[config.mk]
export PLATFORM = sky130hd
export DESIGN_NAME = version_vector_table
export DESIGN_NICKNAME = d
export VERILOG_FILES = /design/src/hdl/vvt_pkg.sv /design/src/hdl/vvt_mem.sv /design/src/hdl/version_vector_table.sv
export SDC_FILE = /design/constraint.sdc
export NUM_CORES = 2
export LEC_CHECK = 0
export BUFFER_PORTS_ARGS = -buffer_cell sky130_fd_sc_hd__buf_2
export CORE_MARGIN = 1.5
export CORE_UTILIZATION = 55
export DETAILED_ROUTE_END_ITERATION = 7
export GPL_TIMING_DRIVEN = 0
export MAX_ROUTING_LAYER = met4
export PLACE_DENSITY = 0.84
export SLEW_MARGIN = 5
export SYNTH_ARGS = -nofsm -noshare
export SYNTH_HDL_FRONTEND = slang
export SYNTH_HIERARCHICAL = 1
export SYNTH_SLANG_ARGS = --single-unit
export TNS_END_PERCENT = 30
[constraint.sdc]
create_clock -name clk -period 16.7 [get_ports clk]
set_input_delay 0.835 -clock clk [delete_from_list [all_inputs] [get_ports clk]]
set_output_delay 0.835 -clock clk [all_outputs]
set_load 0.1 [all_outputs]
[src/hdl/vvt_pkg.sv]
// Shared types and constants for the version vector table.
// Holds the item, result and entry structs and the opcode and status codes.
// No dependencies.
package vvt_pkg;

  localparam int MaxEntries = 16;
  localparam int AddrW      = 4;
  localparam int CntW       = 5;
  localparam int IdW        = 64;
  localparam int ValW       = 63;

  localparam logic [2:0] OpClear    = 3'd0;
  localparam logic [2:0] OpLoad     = 3'd1;
  localparam logic [2:0] OpUpdate   = 3'd2;
  localparam logic [2:0] OpBest     = 3'd3;
  localparam logic [2:0] OpContains = 3'd4;
  localparam logic [2:0] OpCompare  = 3'd5;
  localparam logic [2:0] OpRead     = 3'd6;
  localparam logic [2:0] OpNop      = 3'd7;

  localparam logic [1:0] StOk    = 2'd0;
  localparam logic [1:0] StFull  = 2'd1;
  localparam logic [1:0] StRange = 2'd2;

  typedef struct packed {
    logic [2:0]      opcode;
    logic [IdW-1:0]  node_id;
    logic [ValW-1:0] value;
    logic [3:0]      index;
    logic            last;
  } cmd_t;

  typedef struct packed {
    logic [1:0]      status;
    logic [IdW-1:0]  entry_id;
    logic [ValW-1:0] entry_value;
    logic            answer;
    logic [4:0]      entry_count;
  } rsp_t;

  typedef struct packed {
    logic [IdW-1:0]  id;
    logic [ValW-1:0] value;
  } entry_t;

endpackage

[src/hdl/vvt_mem.sv]
// Entry store of the version vector table: one write port, one registered read port.
// Depends on vvt_pkg.
module vvt_mem (
  input  logic                      clk,
  input  logic                      we,
  input  logic [vvt_pkg::AddrW-1:0] waddr,
  input  vvt_pkg::entry_t           wdata,
  input  logic [vvt_pkg::AddrW-1:0] raddr,
  output vvt_pkg::entry_t           rdata
);

  vvt_pkg::entry_t mem [vvt_pkg::MaxEntries];

  always_ff @(posedge clk) begin
    if (we) begin
      mem[waddr] <= wdata;
    end
  end

  always_ff @(posedge clk) begin
    rdata <= mem[raddr];
  end

endmodule

[src/hdl/version_vector_table.sv]
// Version vector table: top level with the operation sequencer.
// Depends on vvt_pkg and vvt_mem.
//
// One item is taken when start is high and busy is low. Clear, a non-final load, read out
// of range, best with no mark and opcode 7 leave busy low, so another item can be taken at
// the next edge; their result, if any, is shown in the cycle right after acceptance. Best,
// read and compare hold busy high through one more state, SRd or SCmp, and show the result
// in the cycle after it. Update, contains and a final load scan the stored entries through
// the single read port of the entry memory, one entry per cycle, in state SScan and then
// SFin, with SBrd first for an update while a best mark exists; update and contains stop
// early on a matching id. Busy drops in the cycle that shows the result. Each result is
// shown for one cycle with done high and must be taken then; the block never waits on the
// receiver. Opcode 7 is accepted and answers nothing.
module version_vector_table (
  input  logic            clk,
  input  logic            rst,
  input  logic            start,
  input  vvt_pkg::cmd_t   cmd,
  output logic            busy,
  output logic            done,
  output vvt_pkg::rsp_t   rsp
);

  localparam logic [2:0] SIdle = 3'd0;
  localparam logic [2:0] SBrd  = 3'd1;
  localparam logic [2:0] SScan = 3'd2;
  localparam logic [2:0] SFin  = 3'd3;
  localparam logic [2:0] SRd   = 3'd4;
  localparam logic [2:0] SCmp  = 3'd5;

  localparam logic [vvt_pkg::CntW-1:0] MaxCnt = vvt_pkg::CntW'(vvt_pkg::MaxEntries);
  localparam logic [vvt_pkg::ValW-1:0] ValMax = '1;

  logic [2:0]                  state;
  vvt_pkg::cmd_t               item;
  logic [vvt_pkg::CntW-1:0]    count;
  logic                        best_valid;
  logic [vvt_pkg::AddrW-1:0]   best_slot;
  logic [vvt_pkg::CntW-1:0]    cmp_pos;
  logic                        cmp_ok;
  logic                        cmp_in;
  logic [vvt_pkg::CntW-1:0]    ptr;
  logic                        pend;
  logic [vvt_pkg::AddrW-1:0]   pidx;
  logic                        found;
  logic [vvt_pkg::AddrW-1:0]   fslot;
  logic [vvt_pkg::ValW-1:0]    fval;
  logic                        sb_valid;
  logic [vvt_pkg::AddrW-1:0]   sb_slot;
  logic [vvt_pkg::ValW-1:0]    sb_val;
  logic [vvt_pkg::ValW-1:0]    upd_val;
  logic [1:0]                  st;

  logic                        accept;
  logic                        we;
  logic [vvt_pkg::AddrW-1:0]   waddr;
  vvt_pkg::entry_t             wdata;
  logic [vvt_pkg::AddrW-1:0]   raddr;
  vvt_pkg::entry_t             rdata;
  logic                        hit;
  logic [vvt_pkg::ValW:0]      inc;
  logic [vvt_pkg::ValW-1:0]    nb;
  logic                        cmp_ok_next;
  logic [vvt_pkg::CntW-1:0]    cmp_pos_next;

  assign accept = start && !busy;
  assign busy   = (state != SIdle);

  vvt_mem u_mem (
    .clk   (clk),
    .we    (we),
    .waddr (waddr),
    .wdata (wdata),
    .raddr (raddr),
    .rdata (rdata)
  );

  always_comb begin
    raddr = '0;
    unique case (state)
      SIdle: begin
        case (cmd.opcode) inside
          vvt_pkg::OpUpdate, vvt_pkg::OpBest: raddr = best_slot;
          vvt_pkg::OpRead:                    raddr = cmd.index;
          vvt_pkg::OpCompare:                 raddr = cmp_pos[vvt_pkg::AddrW-1:0];
          default:                            raddr = '0;
        endcase
      end
      SScan:   raddr = ptr[vvt_pkg::AddrW-1:0];
      default: raddr = '0;
    endcase
  end

  always_comb begin
    we    = 1'b0;
    waddr = count[vvt_pkg::AddrW-1:0];
    wdata = '{id: item.node_id, value: upd_val};
    if (state == SIdle && accept && cmd.opcode == vvt_pkg::OpLoad && count < MaxCnt) begin
      we    = 1'b1;
      wdata = '{id: cmd.node_id, value: cmd.value};
    end else if (state == SFin && item.opcode == vvt_pkg::OpUpdate) begin
      if (found) begin
        we    = 1'b1;
        waddr = fslot;
      end else if (count < MaxCnt) begin
        we = 1'b1;
      end
    end
  end

  assign hit = pend && (rdata.id == item.node_id);
  assign inc = {1'b0, rdata.value} + 64'd1;
  assign nb  = (rdata.value == ValMax) ? ValMax : inc[vvt_pkg::ValW-1:0];

  assign cmp_ok_next  = cmp_ok && cmp_in && (rdata.id == item.node_id) &&
                        (rdata.value == item.value);
  assign cmp_pos_next = (cmp_pos <= MaxCnt) ? cmp_pos + 1'b1 : cmp_pos;

  always_ff @(posedge clk) begin
    if (rst) begin
      state      <= SIdle;
      done       <= 1'b0;
      count      <= '0;
      best_valid <= 1'b0;
      best_slot  <= '0;
      cmp_pos    <= '0;
      cmp_ok     <= 1'b1;
      pend       <= 1'b0;
    end else begin
      done <= 1'b0;
      unique case (state)
        SIdle: begin
          if (accept) begin
            item        <= cmd;
            ptr         <= '0;
            pend        <= 1'b0;
            found       <= 1'b0;
            sb_valid    <= 1'b0;
            st          <= vvt_pkg::StOk;
            rsp         <= '0;
            rsp.entry_count <= count;
            case (cmd.opcode)
              vvt_pkg::OpClear: begin
                count           <= '0;
                best_valid      <= 1'b0;
                best_slot       <= '0;
                cmp_pos         <= '0;
                cmp_ok          <= 1'b1;
                rsp.entry_count <= '0;
                done            <= 1'b1;
              end
              vvt_pkg::OpLoad: begin
                if (count < MaxCnt) begin
                  count           <= count + 1'b1;
                  rsp.entry_count <= count + 1'b1;
                end else begin
                  st         <= vvt_pkg::StFull;
                  rsp.status <= vvt_pkg::StFull;
                end
                if (cmd.last) begin
                  state <= SScan;
                end else begin
                  done <= 1'b1;
                end
              end
              vvt_pkg::OpUpdate: begin
                if (best_valid) begin
                  state <= SBrd;
                end else begin
                  upd_val <= cmd.value;
                  state   <= SScan;
                end
              end
              vvt_pkg::OpContains: state <= SScan;
              vvt_pkg::OpBest: begin
                if (best_valid) begin
                  state <= SRd;
                end else begin
                  done <= 1'b1;
                end
              end
              vvt_pkg::OpRead: begin
                if (vvt_pkg::CntW'(cmd.index) < count) begin
                  state <= SRd;
                end else begin
                  rsp.status <= vvt_pkg::StRange;
                  done       <= 1'b1;
                end
              end
              vvt_pkg::OpCompare: begin
                cmp_in <= (cmp_pos < count);
                state  <= SCmp;
              end
              default: state <= SIdle;
            endcase
          end
        end
        SBrd: begin
          upd_val <= (nb > item.value) ? nb : item.value;
          state   <= SScan;
        end
        SScan: begin
          if (item.opcode == vvt_pkg::OpLoad) begin
            if (pend && (!sb_valid || rdata.value > sb_val)) begin
              sb_valid <= 1'b1;
              sb_slot  <= pidx;
              sb_val   <= rdata.value;
            end
          end else if (hit && !found) begin
            found <= 1'b1;
            fslot <= pidx;
            fval  <= rdata.value;
          end
          if ((hit && item.opcode != vvt_pkg::OpLoad) || ptr >= count) begin
            pend  <= 1'b0;
            state <= SFin;
          end else begin
            pend <= 1'b1;
            pidx <= ptr[vvt_pkg::AddrW-1:0];
            ptr  <= ptr + 1'b1;
          end
        end
        SFin: begin
          done  <= 1'b1;
          state <= SIdle;
          case (item.opcode)
            vvt_pkg::OpLoad: begin
              best_valid <= sb_valid;
              best_slot  <= sb_valid ? sb_slot : '0;
            end
            vvt_pkg::OpUpdate: begin
              if (found || count < MaxCnt) begin
                best_valid      <= 1'b1;
                best_slot       <= found ? fslot : count[vvt_pkg::AddrW-1:0];
                rsp.entry_id    <= item.node_id;
                rsp.entry_value <= upd_val;
                if (!found) begin
                  count           <= count + 1'b1;
                  rsp.entry_count <= count + 1'b1;
                end
              end else begin
                rsp.status <= vvt_pkg::StFull;
              end
            end
            vvt_pkg::OpContains: rsp.answer <= found && (fval >= item.value);
            default: rsp.status <= st;
          endcase
        end
        SRd: begin
          rsp.entry_id    <= rdata.id;
          rsp.entry_value <= rdata.value;
          done            <= 1'b1;
          state           <= SIdle;
        end
        SCmp: begin
          if (item.last) begin
            rsp.answer <= cmp_ok_next && (cmp_pos_next == count);
            cmp_pos    <= '0;
            cmp_ok     <= 1'b1;
          end else begin
            rsp.answer <= cmp_ok_next;
            cmp_pos    <= cmp_pos_next;
            cmp_ok     <= cmp_ok_next;
          end
          done  <= 1'b1;
          state <= SIdle;
        end
        default: state <= SIdle;
      endcase
    end
  end

endmodule

# Word level (Yosys, flattened, before mapping)

Memory sizes are Yosys's and may differ from the RTL's. A register that Yosys moved wholly into a read port is not among the register bits.
Cells that the tools add are included.

RAM bits: 2,032
Flip-flop bits (word level): 498
Output and inout bits: 137
Memories kept: 1
Input port bits: 138

Memories:

| memory    | depth | bits a word | rd ports | clocked after Yosys merged registers in | write ports | line          | source |
|---|---|---|---|---|---|---|---|
| u_mem.mem | 16    | 127         | 1        | 1                                       | 1           | vvt_mem.sv:12 | `vvt_pkg::entry_t mem [vvt_pkg::MaxEntries];` |

Magnitude comparators: 8
Bitwise gates (word level): 3
Add/subtract/negate cells: 4
Reductions and logical operators: 50
Multiplexer cells: 87
Equality and inequality tests: 41

Operators by type and width:

| operator                                      | number |
|---|---|
| two-way mux 127 bit                           | 3 |
| case mux 127 bit (3 select lines)             | 1 |
| two-way mux 63 bit                            | 5 |
| two-way mux 135 bit                           | 1 |
| > comparator 63 bit                           | 2 |
| case mux 63 bit (2 select lines)              | 1 |
| == test 64 bit                                | 1 |
| adder 63 x 1 -> 63 bit, second input constant | 1 |
| == test 63 bit                                | 1 |
| == test 63 bit, second input constant         | 1 |
| >= comparator 63 bit                          | 1 |
| two-way mux 5 bit                             | 11 |
| case mux 5 bit (2 select lines)               | 5 |
| two-way mux 4 bit                             | 10 |
| AND reduction 5 bit                           | 7 |
| two-way mux 1 bit                             | 25 |
| != test 2 bit, second input constant          | 12 |
| case mux 4 bit (2 select lines)               | 3 |
| case mux 3 bit (7 select lines)               | 1 |
| AND reduction 4 bit                           | 5 |
| == test 3 bit, second input constant          | 6 |
| adder 5 x 1 -> 5 bit, second input constant   | 3 |
| == test 3 x 2 -> 1 bit, second input constant | 5 |
| two-way mux 3 bit                             | 5 |
| other kinds (29)                              | 77 |

# Longest topological paths before layout

Depth after elaboration: 9
Depth in mapped cells: 21
Mapped depth without buffers: 17

# Hierarchy

The synthesis kept the hierarchy.

Modules (own cells, without submodules):

| module               | cells each | sequential area each (um^2) | area an instance (um^2) | instances |
|---|---|---|---|---|
| vvt_mem              | 3,321      | 63,561.0                    | 78,795.6                | 1 |
| version_vector_table | 2,364      | 14,714.1                    | 28,129.5                | 1 |

# Least setup slack after synthesis

Ideal clock, no wire load.

Path type: input to register
From: input port cmd[133] in the netlist's numbering
To: memory u_mem/mem[0][0] in the netlist's numbering, enable pin
Buffers on the path: 2
Stages on the path: 8
Required time: 15.931 ns
Arrival: 11.085 ns
Path slack: 4.847 ns
Cells stage by stage: nor2_1 nand2_1 or3_1 clkbuf_1 buf_2 nand2_1 or3b_2 nor3_1

Longest elaborated chain between the ends: 6
Elaborated cells between the ends (all ways): 7

Ends and longest elaborated chain:

| item                                    | line                       | source |
|---|---|---|
| start, declared                         | version_vector_table.sv:18 | `input vvt_pkg::cmd_t cmd,` |
| == test 3 x 1 -> 1 bit                  | version_vector_table.sv:98 | `if (state == SIdle && accept && cmd.opcode == vvt_pkg::OpLoad && count < MaxCnt) begin` |
| logical AND 1 bit (2 in series)         | version_vector_table.sv:98 |  |
| two-way mux 1 bit                       | version_vector_table.sv:98 |  |
| net we                                  | version_vector_table.sv:55 | `logic we;` |
| two-way mux 1 bit                       | vvt_mem.sv:15              | `if (we) begin` |
| two-way mux 1 bit (implied by the code) | vvt_mem.sv:16              | `mem[waddr] <= wdata;` |
| end, declared                           | vvt_mem.sv:12              |  |

The timed path passes the listed nets, and every way through them passes these cells.

# Worst setup path after layout

From: register u_mem/rdata[1] (netlist name)
To: register upd_val[56] in the netlist's numbering, data pin

Longest elaborated chain between the ends: 5
Elaborated cells between the ends (all ways): 6

Ends and longest elaborated chain:

| item                                                     | line                                                     | source |
|---|---|---|
| adder 63 x 1 -> 63 bit or == test 63 bit (tied branches) | version_vector_table.sv:112, version_vector_table.sv:113 |  |
| two-way mux 63 bit (*)                                   | version_vector_table.sv:113                              | `assign nb = (rdata.value == ValMax) ? ValMax : inc[vvt_pkg::ValW-1:0];` |
| > comparator 63 bit                                      | version_vector_table.sv:199                              | `upd_val <= (nb > item.value) ? nb : item.value;` |
| two-way mux 63 bit (*)                                   | version_vector_table.sv:199                              |  |
| case mux 63 bit (2 select lines) (*)                     | version_vector_table.sv:131                              | `unique case (state)` |
| end signal, assigned                                     | version_vector_table.sv:170                              | `upd_val <= cmd.value;` |
| end signal, assigned                                     | version_vector_table.sv:199                              |  |
| end, declared                                            | version_vector_table.sv:51                               | `logic [vvt_pkg::ValW-1:0] upd_val;` |

Every way passes the cells marked *; elsewhere a longest branch is shown, timed or not.
A chain may end at the register's enable or synchronous reset.

==> impl_metrics.json <==
{
  "path_class": "reg2reg",
  "drv_cap": 1,
  "netSwitchingFraction": 0.261,
  "synth-main-ff-cell": "edfxtp_1",
  "die_w_microns": 444,
  "cts-root-buf": "clkbuf_16",
  "combPwrFrac": 0.114,
  "die_area_sq_mm": 0.197,
  "hp-class": "in2reg",
  "vias": 67384,
  "synth-seq-cells": 2656,
  "hold_viol": 0,
  "core.rowCount": 161,
  "ys_seq_area_frac": 0.732,
  "hold_ws_ns": 0.0871,
  "crit_family": "simple AND/OR/NAND/NOR gates",
  "syn-num-nets": 6030,
  "violations": "capacitance limit, slew limit",
  "finalInstanceArea_sq_mm": 0.123,
  "fin_crit_sh": 0.455,
  "drive_gt1_frac": 0.258,
  "grt_max_degree": 48,
  "vdd_drop_max_v": 0.000119,
  "cts_tree": "done",
  "critPathRequiredTime_ns": 17.32,
  "core_region_area_sq_mm": 0.193,
  "critPathBufInv": 5,
  "dp_hpwl_microns": 233000,
  "cts_hold_buf": 0,
  "drcViolationCount": 0,
  "multi_input_area_sq_mm": 0.0268,
  "syn-cell-area_sq_mm": 0.107,
  "final_max_slew_viol_count": 11,
  "syn_inst": 5685,
  "fill_cells": 11961,
  "start_kind": "flop",
  "worstPathCellList": "ha_1, nand3_1, nor2_1, and3_1, nand4_1, buf_2, buf_2, buf_1, nand2_1, ha_1, a21oi_1, o21ai_0, a221o_1, o21ai_1, or3b_1, buf_6, o21ai_4, buf_6, nor2_1, a211oi_1",
  "initial_core_util": 0.555,
  "post_cts_buffers": 0,
  "via_per_inst": 7.30,
  "worst_slew_pin_slew_ns": 1.57,
  "io_buffers": 274,
  "wl_microns": 374000,
  "firstDrtPassIters": 6,
  "yosys_warnings": 6,
  "grt_pass1_wl_microns": 511000,
  "utilization": 0.639,
  "synth_cell_types": 77,
  "antenna_found_initial": 57,
  "track_usage": 0.387,
  "synth_edf_count": 2508,
  "antenna_left": 0,
  "wl_per_cell_microns": 40.5,
  "setup_viol": 0,
  "async_flop_share": 0,
  "synth.avg_cell_area_sq_um": 18.8,
  "status": "complete, but fails checks",
  "ctsLongestPathBuffers": 4,
  "cp-end-kind": "flop",
  "finalClockSkew_ns": 0.0933,
  "path_max_fanout": 10,
  "slowest_delay_ns": 0.81,
  "p_sw_w": 0.00402,
  "p_int_w": 0.0114,
  "p_clk_frac": 0.390,
  "regArea_sq_mm": 0.0783,
  "period_minus_slack_ns": 7.60,
  "power_density_mw_per_mm2": 125,
  "grt-ovfl-total": 0,
  "cts.sinks": 2656,
  "grt_pass1_vias": 65870,
  "cts_buffers": 275,
  "p_leak_nw": 41.2,
  "stdcell_count": 9227,
  "clkLatencyLatePin_ns": 0.96,
  "worst_path_max_delay_cell": "nor2_1",
  "initialDrtViolationCount": 12845,
  "io_pins": 275,
  "slew_headroom": -0.0459,
  "final_nets": 6758,
  "routabilityCongestion": 1.03,
  "dpl_cell_area_sq_mm": 0.114,
  "seqPwrFrac": 0.496,
  "clk_pin_slew_ns": 0.07,
  "cts-htree-levels": 5,
  "dp_cells": 8661,
  "critPathArrivalTime_ns": 8.22,
  "syn_to_final_growth_pct": 15.2,
  "fmax_mhz": 132,
  "postCtsResizedCells": 0,
  "die_height_microns": 444,
  "rsz0062_at_grt": "no"
}
==> metrics by stage <==
step                      setup WS [ns]  power (W)  setup TNS [ns]
final                              9.10     0.0154               0
after global routing               9.12     0.0157               0
after CTS                          9.46     0.0153               0
after floorplan                    4.85    0.00875               0
after detailed placement           9.50    0.00941               0
after global placement            -6.81    0.00936        -3262.79
==> worst reg2reg max path, delay by kind of cell, from the launching register on <==
kind                     cells  cell delay, ns
AO/OA/AOI/OAI                6            1.98
adder cells (fa/ha/maj)      2            0.66
AND/OR/NAND/NOR              7            2.46
buffers and inverters        5            1.43
flip-flops                   1            0.80
==> cells in the final DEF, fill, tap and decap left out, types with 161 or more instances in the layout <==
cell	netlist	routed
a22oi_1	237	237
mux2_2	190	190
edfxtp_1	2508	2508
clkbuf_1	133	179
buf_2	105	380
ha_1	207	207
clkbuf_16	0	281
inv_1	161	161
nand2_1	230	230
mux4_2	478	478
==> logic make-up after synthesis <==
group / Yosys count / share of synthesized area
simple gates: 687 / 0.0318
flops: 2656 / 0.732
mux: 694 / 0.123
fa+ha+maj: 207 / 0.0242
xor+xnor: 173 / 0.0142
buf+inv: 455 / 0.0187
compound gates: 813 / 0.0560
==> cell usage after synthesis (130+ instances only) <==
library cell	count	area, sq um
nand2_1	230	863
a22o_1	132	1160
a22oi_1	237	1780
inv_1	161	604
dfxtp_1	148	2960
clkbuf_1	133	499
edfxtp_1	2508	75300
ha_1	207	2590
mux4_2	478	10800
nor2_1	130	488
a21oi_1	132	661
mux2_2	190	2140
==> power groups by stage <==
stage	logic (W)	registers [W]	clock network, W
2_1_floorplan	0.000925	0.00783	0
6_report	0.00176	0.00766	0.00602
3_3_place_gp	0.00157	0.00779	0
4_1_cts	0.00169	0.00764	0.00600
5_1_grt	0.00180	0.00765	0.00623
3_5_place_dp	0.00164	0.00777	0
==> per-layer routing <==
metal	vias to the layer above	part of all wire	GRT usage	routed length [microns]
met5	-	0	-	0
met4	0	0.095	0.290	35400
met3	1711	0.16	0.118	58900
met2	7720	0.44	0.557	165000
met1	33184	0.31	0.460	114000
li1	24769	-	-	-
==> sequential cells by signal, indices dropped and copies added, names as in the netlist, 5 cells and up <==
| signal | count |
|---|---|
| item | 131 |
| u_mem/rdata | 127 |
| upd_val | 63 |
| ptr | 5 |
| u_mem/mem | 2032 |
| fval | 63 |
| cmp_pos | 5 |
| rsp | 135 |
| sb_val | 63 |
| count | 5 |
==> final timing paths <==
check                         startpoint                    end  slack (ns)  cells after the start
setup / recovery  u_mem/rdata[1]$_DFF_P_  upd_val[56]$_DFFE_PP_        9.10                     20
hold / removal                   cmd[71]     item[71]$_DFFE_PP_        0.09                      1
setup reg to reg  u_mem/rdata[1]$_DFF_P_  upd_val[56]$_DFFE_PP_        9.10                     20
hold reg to reg        pidx[2]$_DFFE_PP_   sb_slot[2]$_DFFE_PP_        0.46                      0
==> layout make-up <==
| type | count | share of cell area |
|---|---|---|
| multi-input combinational | 2574 | 0.218 |
| timing repair buffer | 451 | 0.0339 |
| tap | 2526 | 0.0257 |
| clock inverter | 106 | 0.00766 |
| inverter | 161 | 0.00491 |
| clock buffer | 366 | 0.0611 |
| buffer | 294 | 0.0115 |
| sequential | 2656 | 0.636 |
| antenna | 93 | 0.00189 |
Power figures use the tool's default switching activity.
